File: config.mk
export PLATFORM = sky130hd
export DESIGN_NAME = led_blink_code_sequencer_flat
export DESIGN_NICKNAME = d
export VERILOG_FILES = /design/src/hdl/lbcs_pkg.sv /design/src/hdl/lbcs_in_if.sv /design/src/hdl/lbcs_out_if.sv /design/src/hdl/led_blink_code_sequencer.sv /design/src/hdl/lbcs_alu.sv /design/src/hdl/lbcs_slot_table.sv /design/src/flat_wrapper.sv
export SDC_FILE = /design/constraint.sdc
export NUM_CORES = 1
export LEC_CHECK = 0
export BUFFER_PORTS_ARGS = -buffer_cell sky130_fd_sc_hd__buf_2
export CAP_MARGIN = 20
export CORE_ASPECT_RATIO = 0.7
export CORE_MARGIN = 2
export CORE_UTILIZATION = 30
export CTS_CLUSTER_DIAMETER = 150
export DETAILED_ROUTE_END_ITERATION = 7
export HOLD_SLACK_MARGIN = 0.08
export SYNTH_ARGS = -nofsm -noshare
export SYNTH_HDL_FRONTEND = slang
export SYNTH_SLANG_ARGS = --single-unit
File: constraint.sdc
create_clock -name clk -period 9.6 [get_ports clk]
set_input_delay 1.92 -clock clk [delete_from_list [all_inputs] [get_ports clk]]
set_output_delay 1.92 -clock clk [all_outputs]
set_load 0.01 [all_outputs]
File: src/hdl/lbcs_pkg.sv
// ============================================================================
// lbcs_pkg
// Shared types and constants of the LED blink-code sequencer.
// ============================================================================
package lbcs_pkg;

    // Table depth and register defaults
    localparam int unsigned SLOTS_DEF = 10;
    localparam logic [7:0] ON_TICKS_RST   = 8'd2;
    localparam logic [7:0] OFF_FAST_RST   = 8'd6;
    localparam logic [7:0] OFF_SLOW_RST   = 8'd9;
    localparam logic [7:0] GAP_TICKS_RST  = 8'd25;

    // Pure red color mask
    localparam logic [2:0] RGB_RED = 3'b001;

    // Request types
    localparam logic [1:0] REQ_TICK   = 2'd0;
    localparam logic [1:0] REQ_BLINK  = 2'd1;
    localparam logic [1:0] REQ_CHANGE = 2'd2;

    // Configuration register indexes
    localparam logic [1:0] CFG_ON_TICKS  = 2'd0;
    localparam logic [1:0] CFG_OFF_FAST  = 2'd1;
    localparam logic [1:0] CFG_OFF_SLOW  = 2'd2;
    localparam logic [1:0] CFG_GAP_TICKS = 2'd3;

    // One slot of the code table
    typedef struct packed {
        logic [2:0] rgb;
        logic [7:0] total;
        logic [7:0] done_cnt;
        logic [7:0] tmr;
        logic [7:0] period;
    } slot_t;

    // Shared compare unit operations
    typedef enum logic {
        ALU_EQ,
        ALU_LT
    } alu_op_t;

    // Sequencer states
    typedef enum logic [3:0] {
        ST_IDLE,
        ST_SCAN,
        ST_LOAD,
        ST_CLR,
        ST_INC,
        ST_ON,
        ST_PER,
        ST_CNT,
        ST_RST,
        ST_GAP,
        ST_FREE,
        ST_CHG,
        ST_DONE
    } state_t;

endpackage

File: src/hdl/lbcs_in_if.sv
// ============================================================================
// lbcs_in_if
// Request channel: valid/ready handshake with the request fields.
// ============================================================================
interface lbcs_in_if;
    logic       valid;
    logic       ready;
    logic [1:0] req_type;
    logic [3:0] slot_sel;
    logic [2:0] led_color;
    logic [7:0] blink_count;

    modport source (output valid, req_type, slot_sel, led_color, blink_count,
                    input ready);
    modport sink (input valid, req_type, slot_sel, led_color, blink_count,
                  output ready);
endinterface

File: src/hdl/lbcs_out_if.sv
// ============================================================================
// lbcs_out_if
// Result channel: valid/ready handshake with the result fields.
// ============================================================================
interface lbcs_out_if;
    logic       valid;
    logic       ready;
    logic       accepted;
    logic [3:0] slot_index;
    logic       led_red;
    logic       led_green;
    logic       led_blue;
    logic       busy_res;

    modport source (output valid, accepted, slot_index, led_red, led_green,
                    led_blue, busy_res, input ready);
    modport sink (input valid, accepted, slot_index, led_red, led_green,
                  led_blue, busy_res, output ready);
endinterface

File: src/hdl/led_blink_code_sequencer.sv
// ============================================================================
// led_blink_code_sequencer
// RGB status-LED blink-code sequencer with a round-robin table of slots.
// ============================================================================
// Usage:
//   Requests arrive on in_ch (valid/ready). A request is a tick, a blink
//   request that takes the lowest free slot, or a change of an occupied
//   slot. Each request gives exactly one result on out_ch: the accepted
//   flag, the slot index, the three LED levels and whether any slot is
//   occupied. Registers are written through cfg_we/cfg_idx/cfg_data;
//   the user must do so only while idle; the block does not enforce it.
// Timing:
//   A request is taken only in the idle state. The next request can be
//   taken in the cycle after the result is loaded. A tick walks the table
//   one slot per cycle, over up to SLOTS slots. It then loads the slot
//   (ST_LOAD), updates it through the shared compare/increment unit
//   (ST_CLR, ST_INC, ST_ON, ST_PER, ST_CNT, ST_RST) and writes it back
//   (ST_GAP). A blink request scans for the lowest free slot. A change
//   writes its slot in ST_CHG; a rejected blink or an unknown request
//   type goes straight to the completion state.
// Reset:
//   All slots free, scan pointer 0, LEDs dark, registers at defaults.
// Stall:
//   The result sits in an output register. A new request is taken while it
//   waits, and its own result is held back until the register is free.
// ============================================================================
module led_blink_code_sequencer
    import lbcs_pkg::*;
#(
    parameter int unsigned SLOTS = SLOTS_DEF
)
(
    input  logic       clk,
    input  logic       rst_n,
    lbcs_in_if.sink    in_ch,
    lbcs_out_if.source out_ch,
    input  logic       cfg_we,
    input  logic [1:0] cfg_idx,
    input  logic [7:0] cfg_data
);

    localparam int unsigned IDX_W = (SLOTS > 1) ? $clog2(SLOTS) : 1;

    // Control and datapath registers
    state_t           state_reg, state_next;
    logic [IDX_W-1:0] p_reg, p_next;
    logic [IDX_W-1:0] ct_reg, ct_next;
    logic [IDX_W-1:0] scan_ptr_reg, scan_ptr_next;
    logic [2:0]       lit_reg, lit_next;
    logic             hit_reg, hit_next;
    logic             acc_reg, acc_next;
    logic             sel_ok_reg, sel_ok_next;
    logic [1:0]       req_reg, req_next;
    logic [2:0]       color_reg, color_next;
    logic [7:0]       count_reg, count_next;
    slot_t            wk_reg, wk_next;

    logic [7:0] on_reg, fast_reg, slow_reg, gap_reg;

    logic       out_valid_reg, out_valid_next;
    logic       out_acc_reg, out_acc_next;
    logic [3:0] out_idx_reg, out_idx_next;
    logic [2:0] out_lit_reg, out_lit_next;
    logic       out_busy_reg, out_busy_next;

    // Table and shared unit hookups
    slot_t            rd_slot;
    slot_t            wr_slot;
    logic             wr_en;
    logic [SLOTS-1:0] occ;
    alu_op_t          alu_op;
    logic [7:0]       alu_a, alu_b, alu_inc;
    logic             alu_flag;

    logic [IDX_W-1:0] p_succ;
    logic             out_free;

    lbcs_slot_table #(
        .SLOTS (SLOTS),
        .IDX_W (IDX_W)
    ) u_table (
        .clk     (clk),
        .rst_n   (rst_n),
        .rd_idx  (p_reg),
        .rd_slot (rd_slot),
        .wr_en   (wr_en),
        .wr_idx  (p_reg),
        .wr_slot (wr_slot),
        .occ     (occ)
    );

    lbcs_alu u_alu (
        .op   (alu_op),
        .a    (alu_a),
        .b    (alu_b),
        .flag (alu_flag),
        .inc  (alu_inc)
    );

    // Round-robin successor of the current slot
    assign p_succ   = (p_reg == IDX_W'(SLOTS - 1)) ? '0 : p_reg + 1'b1;
    assign out_free = !out_valid_reg || out_ch.ready;

    assign in_ch.ready = (state_reg == ST_IDLE);

    // Configuration registers
    always_ff @(posedge clk or negedge rst_n)
    begin
        if (!rst_n)
        begin
            on_reg   <= ON_TICKS_RST;
            fast_reg <= OFF_FAST_RST;
            slow_reg <= OFF_SLOW_RST;
            gap_reg  <= GAP_TICKS_RST;
        end
        else if (cfg_we)
        begin
            case (cfg_idx)
                CFG_ON_TICKS:  on_reg   <= cfg_data;
                CFG_OFF_FAST:  fast_reg <= cfg_data;
                CFG_OFF_SLOW:  slow_reg <= cfg_data;
                CFG_GAP_TICKS: gap_reg  <= cfg_data;
                default:       on_reg   <= on_reg;
            endcase
        end
    end

    // Next state
    always_comb
    begin
        state_next = state_reg;
        case (state_reg)
            ST_IDLE:
            begin
                if (in_ch.valid)
                begin
                    case (in_ch.req_type)
                        REQ_TICK:   state_next = ST_SCAN;
                        REQ_BLINK:
                        begin
                            if (in_ch.blink_count != 8'd0 && in_ch.led_color != 3'd0)
                                state_next = ST_FREE;
                            else
                                state_next = ST_DONE;
                        end
                        REQ_CHANGE: state_next = ST_CHG;
                        default:    state_next = ST_DONE;
                    endcase
                end
            end
            ST_SCAN:
            begin
                if (occ[p_reg])
                    state_next = ST_LOAD;
                else if (ct_reg == IDX_W'(SLOTS - 1))
                    state_next = ST_DONE;
            end
            ST_LOAD: state_next = ST_CLR;
            ST_CLR:  state_next = ST_INC;
            ST_INC:  state_next = ST_ON;
            ST_ON:   state_next = ST_PER;
            ST_PER:  state_next = ST_CNT;
            ST_CNT:  state_next = ST_RST;
            ST_RST:  state_next = ST_GAP;
            ST_GAP:  state_next = ST_DONE;
            ST_FREE:
            begin
                if (!occ[p_reg] || p_reg == IDX_W'(SLOTS - 1))
                    state_next = ST_DONE;
            end
            ST_CHG:  state_next = ST_DONE;
            ST_DONE:
            begin
                if (out_free)
                    state_next = ST_IDLE;
            end
            default: state_next = ST_IDLE;
        endcase
    end

    // Datapath, table write and shared unit operands per state
    always_comb
    begin
        p_next        = p_reg;
        ct_next       = ct_reg;
        scan_ptr_next = scan_ptr_reg;
        lit_next      = lit_reg;
        hit_next      = hit_reg;
        acc_next      = acc_reg;
        sel_ok_next   = sel_ok_reg;
        req_next      = req_reg;
        color_next    = color_reg;
        count_next    = count_reg;
        wk_next       = wk_reg;
        wr_en         = 1'b0;
        wr_slot       = wk_reg;
        alu_op        = ALU_EQ;
        alu_a         = wk_reg.tmr;
        alu_b         = 8'd0;

        out_valid_next = out_valid_reg && !out_ch.ready;
        out_acc_next   = out_acc_reg;
        out_idx_next   = out_idx_reg;
        out_lit_next   = out_lit_reg;
        out_busy_next  = out_busy_reg;

        case (state_reg)
            ST_IDLE:
            begin
                if (in_ch.valid)
                begin
                    req_next    = in_ch.req_type;
                    color_next  = in_ch.led_color;
                    count_next  = in_ch.blink_count;
                    acc_next    = 1'b0;
                    ct_next     = '0;
                    sel_ok_next = ({1'b0, in_ch.slot_sel} < 5'(SLOTS));
                    case (in_ch.req_type)
                        REQ_TICK:   p_next = scan_ptr_reg;
                        REQ_CHANGE: p_next = in_ch.slot_sel[IDX_W-1:0];
                        default:    p_next = '0;
                    endcase
                end
            end
            // Walk to the next occupied slot
            ST_SCAN:
            begin
                if (occ[p_reg])
                    scan_ptr_next = p_reg;
                else if (ct_reg != IDX_W'(SLOTS - 1))
                begin
                    p_next  = p_succ;
                    ct_next = ct_reg + 1'b1;
                end
            end
            ST_LOAD: wk_next = rd_slot;
            // Restart the count once the code has played out
            ST_CLR:
            begin
                alu_op = ALU_LT;
                alu_a  = wk_reg.done_cnt;
                alu_b  = wk_reg.total;
                if (!alu_flag)
                    wk_next.done_cnt = 8'd0;
            end
            // Light at timer zero, then advance the timer
            ST_INC:
            begin
                alu_a = wk_reg.tmr;
                if (wk_reg.tmr == 8'd0)
                    lit_next = wk_reg.rgb;
                wk_next.tmr = alu_inc;
            end
            ST_ON:
            begin
                alu_b = on_reg;
                if (alu_flag)
                    lit_next = 3'd0;
            end
            ST_PER:
            begin
                alu_b    = wk_reg.period;
                hit_next = alu_flag;
            end
            ST_CNT:
            begin
                alu_a = wk_reg.done_cnt;
                if (hit_reg)
                    wk_next.done_cnt = alu_inc;
            end
            ST_RST:
            begin
                alu_op = ALU_LT;
                alu_a  = wk_reg.done_cnt;
                alu_b  = wk_reg.total;
                if (hit_reg && alu_flag)
                    wk_next.tmr = 8'd0;
            end
            // End of session: rewind timer and move on; write slot back
            ST_GAP:
            begin
                alu_b = gap_reg;
                wr_en = 1'b1;
                if (alu_flag)
                begin
                    wr_slot.tmr   = 8'd0;
                    scan_ptr_next = p_succ;
                end
            end
            // Lowest free slot for a blink request
            ST_FREE:
            begin
                if (!occ[p_reg])
                begin
                    wr_en    = 1'b1;
                    wr_slot  = '{rgb: color_reg, total: count_reg, done_cnt: 8'd0,
                                 tmr: 8'd0,
                                 period: (color_reg == RGB_RED) ? slow_reg : fast_reg};
                    acc_next = 1'b1;
                end
                else if (p_reg != IDX_W'(SLOTS - 1))
                    p_next = p_succ;
            end
            // Rewrite an occupied slot, period kept
            ST_CHG:
            begin
                if (sel_ok_reg && occ[p_reg])
                begin
                    wr_en    = 1'b1;
                    wr_slot  = '{rgb: color_reg, total: count_reg, done_cnt: 8'd0,
                                 tmr: 8'd0, period: rd_slot.period};
                    acc_next = 1'b1;
                end
            end
            ST_DONE:
            begin
                if (out_free)
                begin
                    out_valid_next = 1'b1;
                    out_acc_next   = acc_reg;
                    out_idx_next   = acc_reg ? 4'(p_reg) : 4'd0;
                    out_lit_next   = lit_reg;
                    out_busy_next  = |occ;
                end
            end
            default: wr_en = 1'b0;
        endcase
    end

    // Control registers
    always_ff @(posedge clk or negedge rst_n)
    begin
        if (!rst_n)
        begin
            state_reg     <= ST_IDLE;
            scan_ptr_reg  <= '0;
            lit_reg       <= 3'd0;
            out_valid_reg <= 1'b0;
            p_reg         <= '0;
            ct_reg        <= '0;
            acc_reg       <= 1'b0;
            req_reg       <= REQ_TICK;
        end
        else
        begin
            state_reg     <= state_next;
            scan_ptr_reg  <= scan_ptr_next;
            lit_reg       <= lit_next;
            out_valid_reg <= out_valid_next;
            p_reg         <= p_next;
            ct_reg        <= ct_next;
            acc_reg       <= acc_next;
            req_reg       <= req_next;
        end
    end

    // Payload registers
    always_ff @(posedge clk)
    begin
        hit_reg      <= hit_next;
        sel_ok_reg   <= sel_ok_next;
        color_reg    <= color_next;
        count_reg    <= count_next;
        wk_reg       <= wk_next;
        out_acc_reg  <= out_acc_next;
        out_idx_reg  <= out_idx_next;
        out_lit_reg  <= out_lit_next;
        out_busy_reg <= out_busy_next;
    end

    assign out_ch.valid      = out_valid_reg;
    assign out_ch.accepted   = out_acc_reg;
    assign out_ch.slot_index = out_idx_reg;
    assign out_ch.led_red    = out_lit_reg[0];
    assign out_ch.led_green  = out_lit_reg[1];
    assign out_ch.led_blue   = out_lit_reg[2];
    assign out_ch.busy_res   = out_busy_reg;

    // A result only appears out of the completion state
    assert property (@(posedge clk) disable iff (!rst_n)
        $rose(out_valid_reg) |-> $past(state_reg == ST_DONE))
    else $error("result raised outside completion state");

    // An accepted request always names a slot that exists
    assert property (@(posedge clk) disable iff (!rst_n)
        (out_valid_reg && out_acc_reg) |-> ({1'b0, out_idx_reg} < 5'(SLOTS)))
    else $error("accepted request with slot index out of range");

    // A placed blink request leaves its slot occupied
    assert property (@(posedge clk) disable iff (!rst_n)
        (state_reg == ST_DONE && acc_reg && req_reg == REQ_BLINK) |-> occ[p_reg])
    else $error("blink request accepted but slot left free");

    // The scan never looks at more slots than the table holds
    assert property (@(posedge clk) disable iff (!rst_n)
        (state_reg == ST_SCAN) |-> ({1'b0, ct_reg} < (IDX_W + 1)'(SLOTS)))
    else $error("slot scan ran past the table");

endmodule

File: src/hdl/lbcs_alu.sv
// ============================================================================
// lbcs_alu
// Shared 8-bit compare and increment unit used by the tick update steps.
// ============================================================================
module lbcs_alu
    import lbcs_pkg::*;
(
    input  alu_op_t    op,
    input  logic [7:0] a,
    input  logic [7:0] b,
    output logic       flag,
    output logic [7:0] inc
);

    // Compare result selected by operation
    always_comb
    begin
        case (op)
            ALU_EQ:  flag = (a == b);
            ALU_LT:  flag = (a < b);
            default: flag = 1'b0;
        endcase
    end

    // Wrapping increment of operand a
    assign inc = a + 8'd1;

endmodule

File: src/hdl/lbcs_slot_table.sv
// ============================================================================
// lbcs_slot_table
// Slot register file: one read port, one write port, occupancy flags.
// ============================================================================
module lbcs_slot_table
    import lbcs_pkg::*;
#(
    parameter int unsigned SLOTS = SLOTS_DEF,
    parameter int unsigned IDX_W = 4
)
(
    input  logic             clk,
    input  logic             rst_n,
    input  logic [IDX_W-1:0] rd_idx,
    output slot_t            rd_slot,
    input  logic             wr_en,
    input  logic [IDX_W-1:0] wr_idx,
    input  slot_t            wr_slot,
    output logic [SLOTS-1:0] occ
);

    slot_t slot_reg [SLOTS];

    // Table storage, all slots free after reset
    always_ff @(posedge clk or negedge rst_n)
    begin
        if (!rst_n)
        begin
            for (int i = 0; i < SLOTS; i++)
            begin
                slot_reg[i] <= '{rgb: 3'd0, total: 8'd0, done_cnt: 8'd0,
                                 tmr: 8'd0, period: OFF_FAST_RST};
            end
        end
        else if (wr_en)
        begin
            slot_reg[wr_idx] <= wr_slot;
        end
    end

    // Read port
    assign rd_slot = slot_reg[rd_idx];

    // A slot is occupied while its blink count is nonzero
    always_comb
    begin
        for (int i = 0; i < SLOTS; i++)
        begin
            occ[i] = (slot_reg[i].total != 8'd0);
        end
    end

endmodule

File: src/flat_wrapper.sv
// flat-port wrapper written by rule: the top's interface ports become plain ports
module led_blink_code_sequencer_flat import lbcs_pkg::*;
#(
    parameter int unsigned SLOTS = SLOTS_DEF
)
  (clk, rst_n, cfg_we, cfg_idx, cfg_data, in_ch_valid, in_ch_req_type, in_ch_slot_sel, in_ch_led_color, in_ch_blink_count, in_ch_ready, out_ch_valid, out_ch_accepted, out_ch_slot_index, out_ch_led_red, out_ch_led_green, out_ch_led_blue, out_ch_busy_res, out_ch_ready);
  lbcs_in_if in_ch_i ();
  lbcs_out_if out_ch_i ();
  input  logic clk;
  input  logic rst_n;
  input  logic cfg_we;
  input  logic [1:0] cfg_idx;
  input  logic [7:0] cfg_data;
  input wire logic [$bits(in_ch_i.valid)-1:0] in_ch_valid;
  input wire logic [$bits(in_ch_i.req_type)-1:0] in_ch_req_type;
  input wire logic [$bits(in_ch_i.slot_sel)-1:0] in_ch_slot_sel;
  input wire logic [$bits(in_ch_i.led_color)-1:0] in_ch_led_color;
  input wire logic [$bits(in_ch_i.blink_count)-1:0] in_ch_blink_count;
  output wire logic [$bits(in_ch_i.ready)-1:0] in_ch_ready;
  output wire logic [$bits(out_ch_i.valid)-1:0] out_ch_valid;
  output wire logic [$bits(out_ch_i.accepted)-1:0] out_ch_accepted;
  output wire logic [$bits(out_ch_i.slot_index)-1:0] out_ch_slot_index;
  output wire logic [$bits(out_ch_i.led_red)-1:0] out_ch_led_red;
  output wire logic [$bits(out_ch_i.led_green)-1:0] out_ch_led_green;
  output wire logic [$bits(out_ch_i.led_blue)-1:0] out_ch_led_blue;
  output wire logic [$bits(out_ch_i.busy_res)-1:0] out_ch_busy_res;
  input wire logic [$bits(out_ch_i.ready)-1:0] out_ch_ready;
  assign in_ch_i.valid = in_ch_valid;
  assign in_ch_i.req_type = in_ch_req_type;
  assign in_ch_i.slot_sel = in_ch_slot_sel;
  assign in_ch_i.led_color = in_ch_led_color;
  assign in_ch_i.blink_count = in_ch_blink_count;
  assign in_ch_ready = in_ch_i.ready;
  assign out_ch_valid = out_ch_i.valid;
  assign out_ch_accepted = out_ch_i.accepted;
  assign out_ch_slot_index = out_ch_i.slot_index;
  assign out_ch_led_red = out_ch_i.led_red;
  assign out_ch_led_green = out_ch_i.led_green;
  assign out_ch_led_blue = out_ch_i.led_blue;
  assign out_ch_busy_res = out_ch_i.busy_res;
  assign out_ch_i.ready = out_ch_ready;
  led_blink_code_sequencer #(.SLOTS(SLOTS)) u_core (.clk(clk), .rst_n(rst_n), .in_ch(in_ch_i), .out_ch(out_ch_i), .cfg_we(cfg_we), .cfg_idx(cfg_idx), .cfg_data(cfg_data));
endmodule
==> impl_metrics.env, run 1 <==
export IMPL_status="completed"
export IMPL_ant_nets=0
export IMPL_ios=43
export IMPL_grt_max_degree=177
export IMPL_leakagePower_nw=10.3
export IMPL_synthTopCellsByCount="dfrtp_1 (375), nand2_1 (244), mux2_2 (218), o21ai_0 (188), mux4_2 (70)"
export IMPL_critPathLaunchType="flip-flop"
export IMPL_die_area_mm2=0.0741
export IMPL_vias=14800
export IMPL_dp_slack_ns=4.22
export IMPL_ys_top_cells_by_area="dfrtp_1 (44%), mux2_2 (11%), edfxtp_1 (7.9%), mux4_2 (7.3%), o21ai_0 (4.4%)"
export IMPL_tns_ns=0
export IMPL_rows=82
export IMPL_yosysWarnings=0
export IMPL_finalHoldViolCount=0
export IMPL_coreArea_mm2=0.0713
export IMPL_synth_edf_count=57
export IMPL_cts_inserted_buffers=47
export IMPL_syn_inst=1722
export IMPL_peakVddDrop_uv=153
export IMPL_cts_sinks=460
export IMPL_end_kind="flip-flop"
export IMPL_initial_core_util_pct=30.2
export IMPL_largest_reg_flops=350
export IMPL_cts_tree="yes"
export IMPL_total_power_mw=8.04
export IMPL_setup_viol_count_final=0
export IMPL_cts_resized=0
export IMPL_clockRootBuffer="clkbuf_16"
export IMPL_p_switching_mw=3.09
export IMPL_seqPwrFrac_pct=39.7
export IMPL_drc=0
export IMPL_post_route_period_util_pct=56.7
export IMPL_postCtsHoldBufs=0
export IMPL_gp_congestion=0.915
export IMPL_drive_above_1_share_pct=29.4
export IMPL_fin_skew_ns=0.0283
export IMPL_first_pass_iters=7
export IMPL_worstPathRequired_ns=10.08
export IMPL_synth_most_common_cell="dfrtp_1"
export IMPL_grt_pass1_wl_mm=91.7
export IMPL_worstSkewPairLatency_ns=0.61
export IMPL_avgViaCountPerCell=5.35
export IMPL_reg2reg_from="u_core.p_reg[1]"
export IMPL_slew_headroom_pct=25.9
export IMPL_synthFlopType="dfrtp_1"
export IMPL_drt_iter0_drc=1558
export IMPL_drv_slew=0
export IMPL_synth_seq_cells=460
export IMPL_hold_path_startpoint="u_core.lit_reg[1]"
export IMPL_fmax_ghz=0.184
export IMPL_yosysSeqAreaShare_pct=54.9
export IMPL_cts_max_path_buffers=3
export IMPL_share_comb_of_total_power_pct=37.4
export IMPL_wire_per_inst_um=21.2
export IMPL_p_int_mw=4.94
export IMPL_synth_async_sr_flop_share_pct=87.6
export IMPL_grt_use_total_pct=15.7
export IMPL_die_y_um=228
export IMPL_worst_pin_slew_ns=1.11
export IMPL_rrSetupSlack_ns=4.16
export IMPL_synth_fp_nets=1765
export IMPL_synth_top_area_share_pct=43.5
export IMPL_cap_viol_max_count=0
export IMPL_port_buffers=42
export IMPL_hold_depth=0
export IMPL_grt_pass1_vias=15000
export IMPL_num_fill_cells=6863
export IMPL_nets=1798
export IMPL_synth_top_cell_by_area="dfrtp_1"
export IMPL_fin_crit_ns=5.44
export IMPL_worstHoldPathType="reg -> reg"
export IMPL_htree_levels=2
export IMPL_detail_route_wirelength_mm=58.5
export IMPL_clkPwrFrac_pct=22.9
export IMPL_antenna_found_initial=0
export IMPL_netSwitchingFraction_pct=38.5
export IMPL_clk_pin_slew_ns=0.06
export IMPL_r2r_cells=11
export IMPL_syn_avg_cell_area_um2=12.5
export IMPL_cp_arrival_ns=5.93
export IMPL_reg2reg_to="u_core.u_table.slot_reg[139]"
export IMPL_n_antenna_cell=0
export IMPL_cp_max_fo=47
export IMPL_setup_ws_ns=4.16
export IMPL_place_hpwl_mm=39.3
export IMPL_synth_cell_area_mm2=0.0216
export IMPL_area_growth_pct=13.6
export IMPL_grt_ovfl_total=0
export IMPL_die_width_um=324
export IMPL_rsz0062_at_grt="no"
export IMPL_power_density_mw_per_mm2=328
export IMPL_cts_setup_buffers=0
export IMPL_whs_endpoint="u_core.out_lit_reg[1]"
export IMPL_ys_types=75
export IMPL_crit_type="reg -> reg"
[how the worst max path moves through the flow]
stage | slack [ns] | cells after the start | to | start
4_1_cts | 4.19 | 11 | u_core.u_table.slot_reg[139] | u_core.p_reg[1]
6_report | 4.16 | 11 | u_core.u_table.slot_reg[139] | u_core.p_reg[1]
3_3_place_gp | 4.40 | 11 | u_core.u_table.slot_reg[112] | u_core.p_reg[1]
2_1_floorplan | 5.62 | 16 | u_core.wk_reg[10] | u_core.state_reg[1]
5_1_grt | 3.87 | 12 | u_core.u_table.slot_reg[329] | u_core.state_reg[3]
3_5_place_dp | 4.22 | 11 | u_core.u_table.slot_reg[139] | u_core.p_reg[1]
[cell families (layout without fill, tap and decap cells)]
logic type               Yosys count  in the layout  share of synthesized area [%]
AO/OA/AOI/OAI                    383            383                           12.2
multiplexers                     326            326                           20.5
XOR/XNOR                          10             10                          0.406
AND/OR/NAND/NOR                  413            413                           8.84
adder cells (fa/ha/maj)           11             11                          0.638
buffers and inverters            119            191                           2.52
flip-flops                       460            460                           54.9
[cell usage in the layout (no fill, tap or decap), drive strengths merged, types with 16 or more instances in the layout]
master  Yosys  layout
mux4       70      70
nor4       26      26
nand2     244     244
mux2      218     218
a21oi      34      34
a222oi     24      24
nand3      16      16
mux2i      38      38
inv        25      27
buf        57      77
a22o       25      25
o21ai     194     194
clkbuf     36      73
nor2       56      56
a22oi      20      20
edfxtp     57      57
dfrtp     375     375
dfstp      28      28
[worst max-delay path, stage by stage (launching register included)]
cell and delay [ns]:
dfrtp_4 0.84, buf_4 0.73, nor2_2 0.25, nand3_1 0.13, nand2_1 0.06, o21ai_1 0.56
and3_1 0.68, buf_4 0.41, nor3_4 0.05, buf_4 0.28, nor2_2 0.85, mux2_2 0.43
[metal layers]
metal / routed length [µm] / vias up / GRT usage, %
li1: - / 6458 / -
met1: 27200 / 7636 / 23.0
met2: 25700 / 596 / 23.7
met3: 4530 / 87 / 3.43
met4: 1030 / 0 / 3.36
met5: 0 / - / 0
[cell type report]
class                      instances  area (µm²)  area share, %
sequential                       460       11800           48.3
multi-input combinational       1143        9290           38.0
clock buffer                      73        1410           5.74
tap                              966        1210           4.94
timing repair buffer              77         490           2.00
clock inverter                    15         150          0.613
inverter                          26        97.6          0.399
[stage by stage]
stage / utilization (%) / hold WS (ns) / instances / cell area [µm²]
floorplan: - / 0.425 / 1722 / 21600
detailed placement: 32.1 / 0.446 / 2671 / 22900
global placement: 32.1 / 0.444 / 2670 / 22900
finish: 34.3 / 0.463 / 2760 / 24500
global route: 34.3 / 0.468 / 2760 / 24500
CTS: 34.3 / 0.460 / 2759 / 24500
[power by group through the flow]
stage / clock network [mW] / registers, mW / logic (mW)
4_1_cts: 1.88 / 3.18 / 2.97
6_report: 1.84 / 3.19 / 3.00
3_3_place_gp: 0 / 3.17 / 2.88
3_5_place_dp: 0 / 3.21 / 2.97
5_1_grt: 1.96 / 3.27 / 3.26
2_1_floorplan: 0 / 2.97 / 2.19
Note: power is estimated with default switching activity, not from simulation.
==> run 2, diff against run 1 <==
clock period = 5.4 ns   (was 9.6 ns; I/O delays follow)
==> run 2 against run 1 <==
Net effect: first-iteration DRC count up 1.2%; largest cell class unchanged; critical path depth down 4; count of clock-buffer cells in the layout up 2; die area unchanged; combinational power up 85%; global-route usage up 0.50 points; design area up 0.83%; non-clock buffer count up 22.
==> impl_metrics.env, run 2 (synthesis gave the netlist of run 1 again) <==
export IMPL_cts_tree="yes"
export IMPL_die_area_mm2=0.0741
export IMPL_grt_pass1_vias=15000
export IMPL_cp_arrival_ns=4.91
export IMPL_htree_levels=2
export IMPL_n_antenna_cell=0
export IMPL_cts_setup_buffers=0
export IMPL_clkPwrFrac_pct=22.7
export IMPL_grt_max_degree=154
export IMPL_cp_max_fo=44
export IMPL_nets=1821
export IMPL_end_kind="flip-flop"
export IMPL_ios=43
export IMPL_setup_viol_count_final=0
export IMPL_post_route_period_util_pct=80.9
export IMPL_cap_viol_max_count=0
export IMPL_die_width_um=324
export IMPL_finalHoldViolCount=0
export IMPL_worstPathRequired_ns=5.94
export IMPL_worstHoldPathType="in -> async"
export IMPL_fin_skew_ns=0.0236
export IMPL_port_buffers=42
export IMPL_postCtsHoldBufs=0
export IMPL_rows=82
export IMPL_tns_ns=0
export IMPL_peakVddDrop_uv=323
export IMPL_total_power_mw=14.4
export IMPL_cts_sinks=460
export IMPL_final_common_cell="dfrtp_1"
export IMPL_worst_pin_slew_ns=1.23
export IMPL_grt_pass1_wl_mm=93.2
export IMPL_die_y_um=228
export IMPL_clockRootBuffer="clkbuf_16"
export IMPL_wire_per_inst_um=21.6
export IMPL_drc=0
export IMPL_reg2reg_from="u_core.p_reg[0]"
export IMPL_cts_max_path_buffers=3
export IMPL_detail_route_wirelength_mm=60.1
export IMPL_clk_pin_slew_ns=0.06
export IMPL_fin_crit_ns=4.37
export IMPL_fmax_ghz=0.229
export IMPL_cts_resized=0
export IMPL_p_int_mw=8.90
export IMPL_drt_iter0_drc=1577
export IMPL_netSwitchingFraction_pct=38.4
export IMPL_slew_headroom_pct=18.0
export IMPL_power_density_mw_per_mm2=585
export IMPL_drv_slew=0
export IMPL_rsz0062_at_grt="no"
export IMPL_drive_above_1_share_pct=30.3
export IMPL_ant_nets=0
export IMPL_cts_inserted_buffers=48
export IMPL_largest_reg_flops=350
export IMPL_place_hpwl_mm=40.8
export IMPL_share_comb_of_total_power_pct=38.4
export IMPL_crit_type="reg -> reg"
export IMPL_reg2reg_to="u_core.u_table.slot_reg[2]"
export IMPL_area_growth_pct=14.5
export IMPL_grt_ovfl_total=0
export IMPL_rrSetupSlack_ns=1.03
export IMPL_antenna_found_initial=1
export IMPL_first_pass_iters=7
export IMPL_r2r_cells=7
export IMPL_vias=14900
export IMPL_seqPwrFrac_pct=38.9
export IMPL_avgViaCountPerCell=5.34
export IMPL_gp_congestion=0.935
export IMPL_final_cell_mix="dfrtp_1 (373), nand2_1 (244), mux2_2 (218)"
export IMPL_coreArea_mm2=0.0713
export IMPL_grt_use_total_pct=16.2
export IMPL_p_switching_mw=5.54
export IMPL_leakagePower_nw=10.5
export IMPL_status="completed"
export IMPL_worstSkewPairLatency_ns=0.61
export IMPL_initial_core_util_pct=30.2
export IMPL_critPathLaunchType="flip-flop"
export IMPL_cp_startpoint="u_core.p_reg[0]"
run 2: final cells by class:
type,instances,area (µm²)
sequential,460,11800
tap,966,1210
inverter,26,97.6
clock inverter,14,141
timing repair buffer,99,688
clock buffer,75,1420
fill,6961,46600
multi-input combinational,1143,9290
run 2: critical path, cell delays in order (launching register included):
cell,delay (ns)
dfrtp_4,0.78
buf_4,0.83
mux4_2,0.39
mux2i_1,0.08
o21ai_0,0.79
nor2_1,0.13
a221oi_2,0.93
mux2_2,0.33
run 2: how the worst max path moves through the flow:
stage	depth (start not counted)	to
floorplan	16	u_core.wk_reg[10]
global placement	13	u_core.u_table.slot_reg[255]
detailed placement	13	u_core.u_table.slot_reg[150]
CTS	13	u_core.u_table.slot_reg[49]
global route	14	u_core.wk_reg[8]
finish	7	u_core.u_table.slot_reg[2]
run 2: layer usage:
metal	share of wire [%]	up-vias	GRT usage, %	routed length, µm
met5	0	-	0	0
met2	43	554	23.7	25800
li1	-	6523	-	-
met4	2.2	0	4.49	1330
met1	46	7706	23.5	27800
met3	8.6	71	4.23	5170
run 2: per-stage QoR:
| stage | cells | hold WS (ns) | setup WS [ns] | util, % | area [µm²] |
|---|---|---|---|---|---|
| 6_report | 2783 | 0.433 | 1.03 | 34.6 | 24700 |
| 5_1_grt | 2783 | 0.471 | 0.703 | 34.6 | 24700 |
| 4_1_cts | 2780 | 0.444 | 0.694 | 34.6 | 24600 |
| 3_5_place_dp | 2691 | 0.446 | 0.713 | 32.4 | 23100 |
| 3_3_place_gp | 2690 | 0.441 | 0.918 | 32.4 | 23100 |
| 2_1_floorplan | 1722 | 0.425 | 1.42 | - | 21600 |
run 2: power groups by stage:
stage	logic (mW)	registers, mW	clock network (mW)
after global routing	6.03	5.75	3.49
after global placement	5.30	5.59	0
after CTS	5.45	5.60	3.35
after floorplan	3.90	5.29	0
after detailed placement	5.44	5.66	0
final	5.54	5.62	3.28
